--- config.mk ---
export PLATFORM = sky130hd
export DESIGN_NAME = button_gesture_detector
export DESIGN_NICKNAME = d
export VERILOG_FILES = /design/src/rtl/core/bgd_pkg.sv /design/src/rtl/core/button_gesture_detector.sv /design/src/rtl/core/bgd_fsm.sv
export SDC_FILE = /design/constraint.sdc
export NUM_CORES = 1
export LEC_CHECK = 0
export ABC_AREA = 1
export BUFFER_PORTS_ARGS = -buffer_cell sky130_fd_sc_hd__clkbuf_2
export CAP_MARGIN = 5
export CELL_PAD_IN_SITES_DETAIL_PLACEMENT = 1
export CELL_PAD_IN_SITES_GLOBAL_PLACEMENT = 1
export CORE_UTILIZATION = 30
export CTS_CLUSTER_DIAMETER = 60
export DETAILED_ROUTE_END_ITERATION = 8
export PLACE_DENSITY_LB_ADDON = 0.3
export RECOVER_POWER = 50
export SLEW_MARGIN = 20
export SYNTH_ARGS = -nofsm -noshare
export SYNTH_HDL_FRONTEND = slang
export SYNTH_SLANG_ARGS = --single-unit
--- constraint.sdc ---
create_clock -name clk -period 12.12 [get_ports clk]
set_clock_uncertainty 0.05 [all_clocks]
set_input_delay 2.424 -clock clk [delete_from_list [all_inputs] [get_ports clk]]
set_output_delay 2.424 -clock clk [all_outputs]
set_load 0.01 [all_outputs]
--- src/rtl/core/bgd_pkg.sv ---
// Shared types and constants of the button gesture detector.
// Holds the scan and gesture payload structs, the configuration bundle,
// event codes and configuration register indexes. No dependencies.
package bgd_pkg;

  // Configuration port geometry.
  localparam int CFG_INDEX_W = 3;
  localparam int CFG_DATA_W  = 16;

  // Configuration register indexes.
  localparam logic [CFG_INDEX_W-1:0] CFG_DEBOUNCE_TIME       = 3'd0;
  localparam logic [CFG_INDEX_W-1:0] CFG_LONG_PRESS_TIME     = 3'd1;
  localparam logic [CFG_INDEX_W-1:0] CFG_DOUBLE_CLICK_WINDOW = 3'd2;
  localparam logic [CFG_INDEX_W-1:0] CFG_REPEAT_INTERVAL     = 3'd3;
  localparam logic [CFG_INDEX_W-1:0] CFG_ENABLED             = 3'd4;

  // Reset values of the configuration registers.
  localparam logic [15:0] DEBOUNCE_TIME_RESET       = 16'd20;
  localparam logic [15:0] LONG_PRESS_TIME_RESET     = 16'd1000;
  localparam logic [15:0] DOUBLE_CLICK_WINDOW_RESET = 16'd300;
  localparam logic [15:0] REPEAT_INTERVAL_RESET     = 16'd300;

  // Event codes reported on the gesture channel.
  localparam logic [2:0] EV_DOUBLE  = 3'd0;
  localparam logic [2:0] EV_LONG    = 3'd1;
  localparam logic [2:0] EV_REPEAT  = 3'd2;
  localparam logic [2:0] EV_RELEASE = 3'd3;
  localparam logic [2:0] EV_CLICK   = 3'd4;

  typedef struct packed {
    logic        pressed;
    logic [31:0] now_ms;
  } scan_t;

  typedef struct packed {
    logic [2:0]  event_code;
    logic [31:0] held_ms;
    logic [1:0]  click_tally;
    logic [7:0]  repeat_tally;
  } gesture_t;

  typedef struct packed {
    logic [15:0] debounce_time;
    logic [15:0] long_press_time;
    logic [15:0] double_click_window;
    logic [15:0] repeat_interval;
    logic        enabled;
  } cfg_t;

endpackage

--- src/rtl/core/button_gesture_detector.sv ---
// Top level of the button gesture detector: scan input register, configuration
// registers and the gesture state machine. Depends on bgd_pkg and bgd_fsm.
//
// Usage. Each request on the scan channel (scan_valid, scan_stall, scan_data)
// is one sample of the key: its level and a millisecond timestamp. Each
// request on the gesture channel (gesture_valid, gesture_stall, gesture_data)
// reports one event: double click, long press release, repeat, release after
// repeat or click, with the press duration and the click and repeat counts.
// Most scans report nothing; a scan reports at most one event.
// A scan that is taken sits in the input register; once it advances, the state
// machine updates and the event, if any, is loaded into the result register.
// One scan is taken every cycle as long as the result register is empty or
// being emptied; the single state update per scan sets that rate. When the
// receiver stalls with an event waiting, the input register holds its scan and
// scan_stall rises until the event is taken.
// Configuration writes (cfg_valid, cfg_ready, cfg_index, cfg_data) are always
// taken; cfg_index selects debounce time, long press time, double click window,
// repeat interval or enable, and other indexes are ignored. Writing 0 to the
// enable returns the machine to idle. A synchronous reset restores the default
// timings, enables the block and clears all gesture state and both channels.
module button_gesture_detector (
  input  logic                                clk,
  input  logic                                rst,
  input  logic                                scan_valid,
  output logic                                scan_stall,
  input  bgd_pkg::scan_t                      scan_data,
  output logic                                gesture_valid,
  input  logic                                gesture_stall,
  output bgd_pkg::gesture_t                   gesture_data,
  input  logic                                cfg_valid,
  output logic                                cfg_ready,
  input  logic [bgd_pkg::CFG_INDEX_W-1:0]     cfg_index,
  input  logic [bgd_pkg::CFG_DATA_W-1:0]      cfg_data
);

  bgd_pkg::cfg_t  cfg;
  bgd_pkg::scan_t scan_held;
  logic           scan_held_valid;
  logic           advance;
  logic           cfg_write;
  logic           clear;

  // The configuration port never back-pressures.
  assign cfg_ready = 1'b1;
  assign cfg_write = cfg_valid && cfg_ready;
  assign clear     = cfg_write && (cfg_index == bgd_pkg::CFG_ENABLED) && !cfg_data[0];

  // The held scan moves on whenever the result register can take its outcome.
  assign advance    = scan_held_valid && (!gesture_valid || !gesture_stall);
  assign scan_stall = scan_held_valid && !advance;

  always_ff @(posedge clk) begin
    if (rst) begin
      cfg.debounce_time       <= bgd_pkg::DEBOUNCE_TIME_RESET;
      cfg.long_press_time     <= bgd_pkg::LONG_PRESS_TIME_RESET;
      cfg.double_click_window <= bgd_pkg::DOUBLE_CLICK_WINDOW_RESET;
      cfg.repeat_interval     <= bgd_pkg::REPEAT_INTERVAL_RESET;
      cfg.enabled             <= 1'b1;
      scan_held_valid         <= 1'b0;
    end else begin
      if (cfg_write) begin
        unique case (cfg_index)
          bgd_pkg::CFG_DEBOUNCE_TIME:       cfg.debounce_time       <= cfg_data;
          bgd_pkg::CFG_LONG_PRESS_TIME:     cfg.long_press_time     <= cfg_data;
          bgd_pkg::CFG_DOUBLE_CLICK_WINDOW: cfg.double_click_window <= cfg_data;
          bgd_pkg::CFG_REPEAT_INTERVAL:     cfg.repeat_interval     <= cfg_data;
          bgd_pkg::CFG_ENABLED:             cfg.enabled             <= cfg_data[0];
          default: begin
          end
        endcase
      end
      if (!scan_held_valid || advance) begin
        scan_held_valid <= scan_valid;
      end
      if (scan_valid && !scan_stall) begin
        scan_held <= scan_data;
      end
    end
  end

  bgd_fsm u_fsm (
    .clk           (clk),
    .rst           (rst),
    .cfg           (cfg),
    .clear         (clear),
    .step          (advance),
    .scan          (scan_held),
    .gesture_valid (gesture_valid),
    .gesture_data  (gesture_data),
    .gesture_stall (gesture_stall)
  );

endmodule

--- src/rtl/core/bgd_fsm.sv ---
// Gesture state machine of the button gesture detector with its result register.
// Depends on bgd_pkg for the scan, gesture and configuration types.
module bgd_fsm (
  input  logic            clk,
  input  logic            rst,
  input  bgd_pkg::cfg_t   cfg,
  input  logic            clear,
  input  logic            step,
  input  bgd_pkg::scan_t  scan,
  output logic            gesture_valid,
  output bgd_pkg::gesture_t gesture_data,
  input  logic            gesture_stall
);

  typedef enum logic [2:0] {
    ST_IDLE     = 3'd0,
    ST_DEBOUNCE = 3'd1,
    ST_PRESSED  = 3'd2,
    ST_LONG     = 3'd3,
    ST_RELEASED = 3'd4
  } state_t;

  state_t      state, state_next;
  logic [31:0] press_start, press_start_next;
  logic [1:0]  clicks_seen, clicks_next;
  logic [7:0]  repeats_seen, repeats_next;
  logic        repeat_happened, repeat_happened_next;
  logic        double_happened, double_happened_next;

  logic        ev_emit;
  logic [2:0]  ev_code;
  logic [1:0]  ev_clicks;
  logic [7:0]  ev_repeats;

  logic [31:0] elapsed;
  logic [23:0] repeat_offset;
  logic [31:0] repeat_limit;

  assign elapsed       = scan.now_ms - press_start;
  assign repeat_offset = repeats_seen * cfg.repeat_interval;
  assign repeat_limit  = {16'd0, cfg.long_press_time} + {8'd0, repeat_offset};

  always_comb begin
    state_next           = state;
    press_start_next     = press_start;
    clicks_next          = clicks_seen;
    repeats_next         = repeats_seen;
    repeat_happened_next = repeat_happened;
    double_happened_next = double_happened;
    ev_emit              = 1'b0;
    ev_code              = bgd_pkg::EV_CLICK;
    ev_clicks            = clicks_seen;
    ev_repeats           = repeats_seen;
    if (cfg.enabled) begin
      unique case (state)
        ST_IDLE: begin
          if (scan.pressed) begin
            state_next       = ST_DEBOUNCE;
            press_start_next = scan.now_ms;
            clicks_next      = 2'd0;
          end
        end
        ST_DEBOUNCE: begin
          if (!scan.pressed) begin
            state_next  = ST_IDLE;
            clicks_next = 2'd0;
          end else if (elapsed >= {16'd0, cfg.debounce_time}) begin
            state_next = ST_PRESSED;
            if (clicks_seen == 2'd2) begin
              clicks_next          = 2'd0;
              double_happened_next = 1'b1;
              ev_emit              = 1'b1;
              ev_code              = bgd_pkg::EV_DOUBLE;
              ev_clicks            = 2'd0;
            end else begin
              clicks_next = 2'd1;
            end
          end
        end
        ST_PRESSED: begin
          if (!scan.pressed) begin
            state_next = ST_RELEASED;
          end else if (elapsed >= {16'd0, cfg.long_press_time}) begin
            state_next   = ST_LONG;
            repeats_next = 8'd1;
          end
        end
        ST_LONG: begin
          if (!scan.pressed) begin
            state_next = ST_IDLE;
            ev_emit    = 1'b1;
            if (repeat_happened) begin
              repeat_happened_next = 1'b0;
              ev_code              = bgd_pkg::EV_RELEASE;
            end else begin
              ev_code     = bgd_pkg::EV_LONG;
              clicks_next = 2'd0;
            end
          end else if (elapsed >= repeat_limit) begin
            if (repeats_seen != 8'hFF) begin
              repeats_next = repeats_seen + 8'd1;
            end
            repeat_happened_next = 1'b1;
            ev_emit              = 1'b1;
            ev_code              = bgd_pkg::EV_REPEAT;
            ev_repeats           = repeats_next;
          end
        end
        ST_RELEASED: begin
          if (scan.pressed) begin
            state_next       = ST_DEBOUNCE;
            clicks_next      = (elapsed < {16'd0, cfg.double_click_window}) ? 2'd2 : 2'd0;
            press_start_next = scan.now_ms;
          end else if (elapsed >= {16'd0, cfg.double_click_window}) begin
            state_next  = ST_IDLE;
            clicks_next = 2'd0;
            if (double_happened) begin
              double_happened_next = 1'b0;
            end else begin
              ev_emit   = 1'b1;
              ev_code   = bgd_pkg::EV_CLICK;
              ev_clicks = 2'd0;
            end
          end
        end
        default: begin
          // Codes outside the five states fall back to idle.
          state_next  = ST_IDLE;
          clicks_next = 2'd0;
        end
      endcase
    end
  end

  always_ff @(posedge clk) begin
    if (rst) begin
      state           <= ST_IDLE;
      press_start     <= 32'd0;
      clicks_seen     <= 2'd0;
      repeats_seen    <= 8'd0;
      repeat_happened <= 1'b0;
      double_happened <= 1'b0;
      gesture_valid   <= 1'b0;
    end else begin
      if (clear) begin
        state        <= ST_IDLE;
        clicks_seen  <= 2'd0;
        repeats_seen <= 8'd0;
      end else if (step) begin
        state           <= state_next;
        press_start     <= press_start_next;
        clicks_seen     <= clicks_next;
        repeats_seen    <= repeats_next;
        repeat_happened <= repeat_happened_next;
        double_happened <= double_happened_next;
      end
      if (!gesture_valid || !gesture_stall) begin
        gesture_valid <= step && ev_emit;
      end
      if (step && ev_emit) begin
        gesture_data.event_code   <= ev_code;
        gesture_data.held_ms      <= elapsed;
        gesture_data.click_tally  <= ev_clicks;
        gesture_data.repeat_tally <= ev_repeats;
      end
    end
  end

`ifndef NO_ASSERTIONS
  // A disable write always leaves the machine idle with no clicks counted.
  a_clear_idle: assert property (@(posedge clk) disable iff (rst)
    clear |=> (state == ST_IDLE && clicks_seen == 2'd0))
    else $error("bgd_fsm: disable did not return the machine to idle");

  // The click counter only ever holds zero, one or two.
  a_clicks_range: assert property (@(posedge clk) disable iff (rst)
    clicks_seen != 2'd3)
    else $error("bgd_fsm: click counter out of range");

  // While a long press is held the repeat counter has been started.
  a_long_repeats: assert property (@(posedge clk) disable iff (rst)
    (state == ST_LONG) |-> (repeats_seen != 8'd0))
    else $error("bgd_fsm: long press state with zero repeat count");

  // A double click moves the machine to pressed with the counter cleared.
  a_double_next: assert property (@(posedge clk) disable iff (rst)
    (step && !clear && ev_emit && ev_code == bgd_pkg::EV_DOUBLE)
      |=> (state == ST_PRESSED && clicks_seen == 2'd0 && double_happened))
    else $error("bgd_fsm: double click did not enter pressed state");
`endif

endmodule
; After elaboration in Yosys (flattened, before gate mapping)
; Index checks and enable logic that the tools add are counted.
; W data, S select, Z words.
[classes]
muxes = 60
n_addsub = 3
order_cmp = 5
reduce_logical = 33
multipliers = 1
eq_ne = 24
bitwise = 3
[op_table]
columns = operator, count
row1 = $ge A32 B16 Y1, 3
row2 = $mux W8, 7
row3 = $mux W3, 13
row4 = $ge A32 B32 Y1, 1
row5 = $lt A32 B16 Y1, 1
row6 = $mux W2, 16
row7 = $sub A32 B32 Y32, 1
row8 = $add A16 B24 Y25, 1
row9 = $mul A8 B16 Y24, 1
row10 = $mux W1, 17
row11 = $pmux W8 S2, 1
row12 = $pmux W3 S5, 1
row13 = $reduce_and A5 Y1, 3
row14 = $reduce_and A2 Y1, 7
row15 = $eq A3 B2 Y1 const B, 4
row16 = $ne A2 B2 Y1 const B, 6
row17 = $ne A2 B1 Y1 const B, 5
row18 = $pmux W2 S5, 1
row19 = $ne A3 B2 Y1 const B, 3
row20 = $reduce_and A9 Y1, 1
row21 = $add A8 B1 Y8 const B, 1
row22 = $ne A8 B8 Y1 const B, 1
row23 = $reduce_and A8 Y1, 1
row24 = $reduce_and A7 Y1, 1
row25 = 14 further kinds, 32
[word_totals]
reg_bits = 192
inputBits = 57
wordCells = 148
out_inout_bits = 48

; Longest topological paths before layout
[logic_depth]
ltp_word = 9
ltp_mapped = 42
ltp_nobuf = 40

; Hierarchy
; From an unflattened synthesis, not the netlist that was laid out.
[unflattened]
cells_unflattened = 2321
area_unflattened_um2 = 16718.5
[modules_own_cells]
columns = mod, n_inst, area_per_inst_um2, seq_area_each_um2, cells_per_inst
row1 = bgd_fsm, 1, 13030.0, 2312.2, 1910
row2 = button_gesture_detector, 1, 3688.5, 2312.2, 411

; Least setup slack after synthesis
; OpenSTA, ideal clock, no wires.
[synth_path]
path_type = flip-flop to flip-flop
startpoint = register u_fsm.repeats_seen[7]
endpoint = register u_fsm.gesture_data[0] (netlist name)
n_path_buf = 2
stages_incl_launch_ff = 33
synth_period_minus_slack_ns = 7.551
t_arrival_ns = 7.101
required_ns = 11.671
path_slack_ns = 4.569
cell_sequence = dfxtp_1 > clkbuf_1 > buf_1 > nand2_1 > fa_1 > fa_1 > inv_1 > fa_1 > inv_1 > fa_1 > inv_1 > ha_1 > a21oi_1 > o21bai_1 > nand2_1 > nand2_1 > a21boi_0 > o21ai_0 > a21boi_0 > o21ai_0 > nand2_1 > nand3_1 > nand2_1 > ha_1 > nand4_1 > o221a_2 > nand2_1 > nand2_1 > nand3_2 > nor2_2 > o211ai_1 > nand2_1 > inv_1
[synth_via]
elab_chain_cells = 9
[synth_lines]
columns = item, line_no
row1 = "start, declared", bgd_fsm.sv:26  ; logic [7:0] repeats_seen, repeats_next;
row2 = "start signal, assigned", bgd_fsm.sv:153  ; repeats_seen <= repeats_next;
row3 = $mul A8 B16 Y24, bgd_fsm.sv:40  ; assign repeat_offset = repeats_seen * cfg.repeat_interval;
row4 = $add A16 B24 Y25, bgd_fsm.sv:41  ; assign repeat_limit = {16'd0, cfg.long_press_time} + {8'd0, repeat_offset};
row5 = $ge A32 B32 Y1, bgd_fsm.sv:99  ; end else if (elapsed >= repeat_limit) begin
row6 = $mux W1, bgd_fsm.sv:99
row7 = $mux W1, bgd_fsm.sv:89  ; if (!scan.pressed) begin
row8 = $pmux W1 S3, bgd_fsm.sv:55  ; unique case (state)
row9 = $mux W1, bgd_fsm.sv:54  ; if (cfg.enabled) begin
row10 = $logic_and A1 B1 Y1, bgd_fsm.sv:160  ; if (step && ev_emit) begin
row11 = $reduce_and A2 Y1 (no source line), n/a
; Every way passes these cells.
; A chain may end at the register's enable or synchronous reset.

; Final worst setup path
[layout_path]
startpoint = register u_fsm.repeats_seen[1]
endpoint = register u_fsm.gesture_data[38] (netlist name)
[layout_via]
elab_chain_cells = 9
[layout_lines]
columns = item, line_no
row1 = $mul A8 B16 Y24, bgd_fsm.sv:40
row2 = $add A16 B24 Y25, bgd_fsm.sv:41
row3 = $ge A32 B32 Y1, bgd_fsm.sv:99
row4 = $mux W1, bgd_fsm.sv:99
row5 = $mux W1, bgd_fsm.sv:89
row6 = $pmux W1 S3, bgd_fsm.sv:55
row7 = $mux W1, bgd_fsm.sv:54
row8 = $logic_and A1 B1 Y1, bgd_fsm.sv:160
row9 = $reduce_and A2 Y1 (no source line), n/a
; Every way passes these cells.

==> out/results.txt <==
Failing checks: capacitance limit, slew limit
Post-synth cell types: 47
CTS tree: built
HP Start: u_fsm.press_start[20]$_SDFFE_PP0P_
R2R Setup Slk: 3.25 ns
Largest net degree at the start of global routing: 64
Setup CP Type: reg2reg
# DRC: 0
Max-cap violation count: 2
Iteration-0 DRC Markers: 490
Via count: 14083
Setup violators final: 0
Startpoint Class: register
Post-CTS setup buffers: 0
Min-Delay Path Class: reg2reg
Antenna viol nets, final: 0
Placed Area: 17600 sq um
Area delta synth->final: 10.5%
Final hold vios: 0
Hold-fix buffers at CTS: 0
RSZ-0062 raised after global routing: false
Most used cell, CP: nand2_1
Synthesized cell area: 16300 sq um
Vias in the first global route: 14836
HPWL Detailed: 41.3 mm
Clk buf depth: 2
Clk sinks: 192
Root buffer cell: clkbuf_16
Share of cells above drive strength 1: 0.0605
Fillers: 6761
Synth Net Count: 2537
FF-to-FF End: u_fsm.gesture_data[38]$_DFFE_PP_
DIE AREA: 55300 sq um
Post-CTS Resized: 0
Antenna diodes: 0
Critical Path AT: 8.74 ns
Final Slew Violations: 98
Average size of a mapped cell: 7.33 sq um
Cell row count: 85
Starting Density: 0.303
Area leader, netlist: edfxtp_1
Seq/Total Area, Yosys: 0.284
GRT Util Overall: 0.188
Most frequent cell after synthesis: nand2_1
Ratio of final minimum period to clock period: 0.731
CP max-delay cell: dfxtp_1
Top-area cell type share of the netlist area: 0.144
Synth area leaders: edfxtp_1 14%, dfxtp_1 14%, nand2_1 13%
GR Overflow Total: 0
R2R depth: 33
Finished Cell Area: 18000 sq um
Number of antenna violations at the first check in global routing: 3
Clk slew on worst S/H paths: 0.08 ns
Gp weighted congestion: 0.876
Fin crit period: 8.87 ns
CP endpoint kind: register
Worst hold path depth: 2
DR vias/cell: 4.68
Leakage: 9.47 nW
# IOs: 105
FF-to-FF Start: u_fsm.repeats_seen[1]$_SDFFE_PP0P_
Design Power: 1.79 mW
Final nets: 2611
Post-synth EDFFs: 78
CTS buffer count: 17
Setup TNS: 0 ns
H-Tree Depth: 4
Yosys reg bits: 192
Critical path's largest stage delay: 0.91 ns
Hold EP: u_fsm.press_start[20]$_SDFFE_PP0P_
Avg WL per Cell: 16.7 um
Max Clock Freq: 113 MHz
Yosys warning count: 0
Later-pin clock latency in the skew report: 0.46 ns
Commonest cells in the netlist: 576 x nand2_1, 499 x inv_1, 153 x ha_1
DRT Pass-1 Iters: 4
CP max FO: 45
Ys flop type: dfxtp_1
Die Y: 235 um
Pwr Density: 99.4 nW/um^2
Wirelength, routed: 50.2 mm
Port bufs: 103
Ys async rst share: 0
Synthesized instance count: 2226
Die X: 235 um
Core Region: 53800 sq um
First-pass GRT wire length: 80.9 mm
Relative slew slack: -0.812
Worst Path Required: 12.00 ns
Status: finished with violations
Worst-margin pin slew: 2.72 ns
Worst vdd ir: 0.000108 V
[registers in the layout, summed over array words and instances, names as in the netlist]
signal                 flops
scan_held                 33
scan_held_valid            1
u_fsm.repeat_happened      1
u_fsm.press_start         32
u_fsm.gesture_valid        1
u_fsm.double_happened      1
u_fsm.repeats_seen         8
u_fsm.clicks_seen          2
u_fsm.state                3
cfg                       65
u_fsm.gesture_data        45
[worst max-delay path: cells and delay by family (launching register included)]
| family | cells | cell delay (ns) |
|---|---|---|
| adder cells (fa/ha/maj) | 6 | 2.60 |
| AO/OA/AOI/OAI | 9 | 2.12 |
| AND/OR/NAND/NOR | 14 | 1.75 |
| flip-flops | 1 | 0.91 |
| buffers and inverters | 4 | 0.84 |
[layout by cell type (no fill, tap or decap), types with 23 or more instances in the layout]
cell,count
o21ai_0,109
edfxtp_1,78
ha_1,153
nand2_1,584
nand4_1,25
clkbuf_1,55
nand3_1,67
dfxtp_1,114
a21oi_1,137
nor2_1,141
clkbuf_2,55
fa_1,101
inv_1,498
xor2_1,23
[kinds of logic after synthesis]
family	after synthesis	synth area share
AOI/OAI and AO/OA	285	0.0946
DFF	192	0.284
xor gates and xnor gates	35	0.0188
buffers and inverters	570	0.132
adders and majority gates	254	0.241
other	1	0.000230
and+or+nand+nor	889	0.230
[per-layer routing]
layer / vias up / GRT usage / part of all wire
li1: 7003 / - / -
met1: 6853 / 0.239 / 0.47
met2: 181 / 0.330 / 0.49
met3: 40 / 0.0280 / 0.028
met4: 6 / 0.0445 / 0.016
met5: - / 0 / 0.00072
[power breakdown]
part | switching (mW) | internal (mW)
Sequential | 0.0176 | 0.702
Clock | 0.272 | 0.299
Combinational | 0.335 | 0.166
Total | 0.624 | 1.17
[final cells by class]
class / count / area (sq um) / area share
Clock inverter: 10 / 101 / 0.00562
Tap cell: 696 / 871 / 0.0483
Multi-Input combinational cell: 1464 / 9510 / 0.528
Inverter: 508 / 1910 / 0.106
Timing Repair Buffer: 117 / 544 / 0.0302
Clock buffer: 22 / 465 / 0.0258
Sequential cell: 192 / 4620 / 0.257
[worst max path at each step]
| stage | from | to | slack (ns) | cells past startpoint |
|---|---|---|---|---|
| floorplan | u_fsm.repeats_seen[7]$_SDFFE_PP0P_ | u_fsm.gesture_data[0]$_DFFE_PP_ | 4.57 | 32 |
| global placement | u_fsm.repeats_seen[1]$_SDFFE_PP0P_ | u_fsm.gesture_data[37]$_DFFE_PP_ | 3.64 | 32 |
| detailed placement | u_fsm.repeats_seen[1]$_SDFFE_PP0P_ | u_fsm.gesture_data[37]$_DFFE_PP_ | 3.41 | 32 |
| CTS | u_fsm.repeats_seen[1]$_SDFFE_PP0P_ | u_fsm.gesture_data[37]$_DFFE_PP_ | 3.36 | 32 |
| global route | u_fsm.repeats_seen[1]$_SDFFE_PP0P_ | u_fsm.gesture_data[38]$_DFFE_PP_ | 2.62 | 32 |
| finish | u_fsm.repeats_seen[1]$_SDFFE_PP0P_ | u_fsm.gesture_data[38]$_DFFE_PP_ | 3.25 | 33 |
[stage by stage]
stage	utilization	cells	hold slack (ns)	setup slack [ns]
floorplan	-	2226	0.383	4.57
CTS	0.337	3009	0.411	3.36
finish	0.335	3009	0.406	3.25
global placement	0.326	2977	0.394	3.64
global route	0.335	3009	0.438	2.62
detailed placement	0.326	2977	0.401	3.41
(Power assumes the default switching activity.)
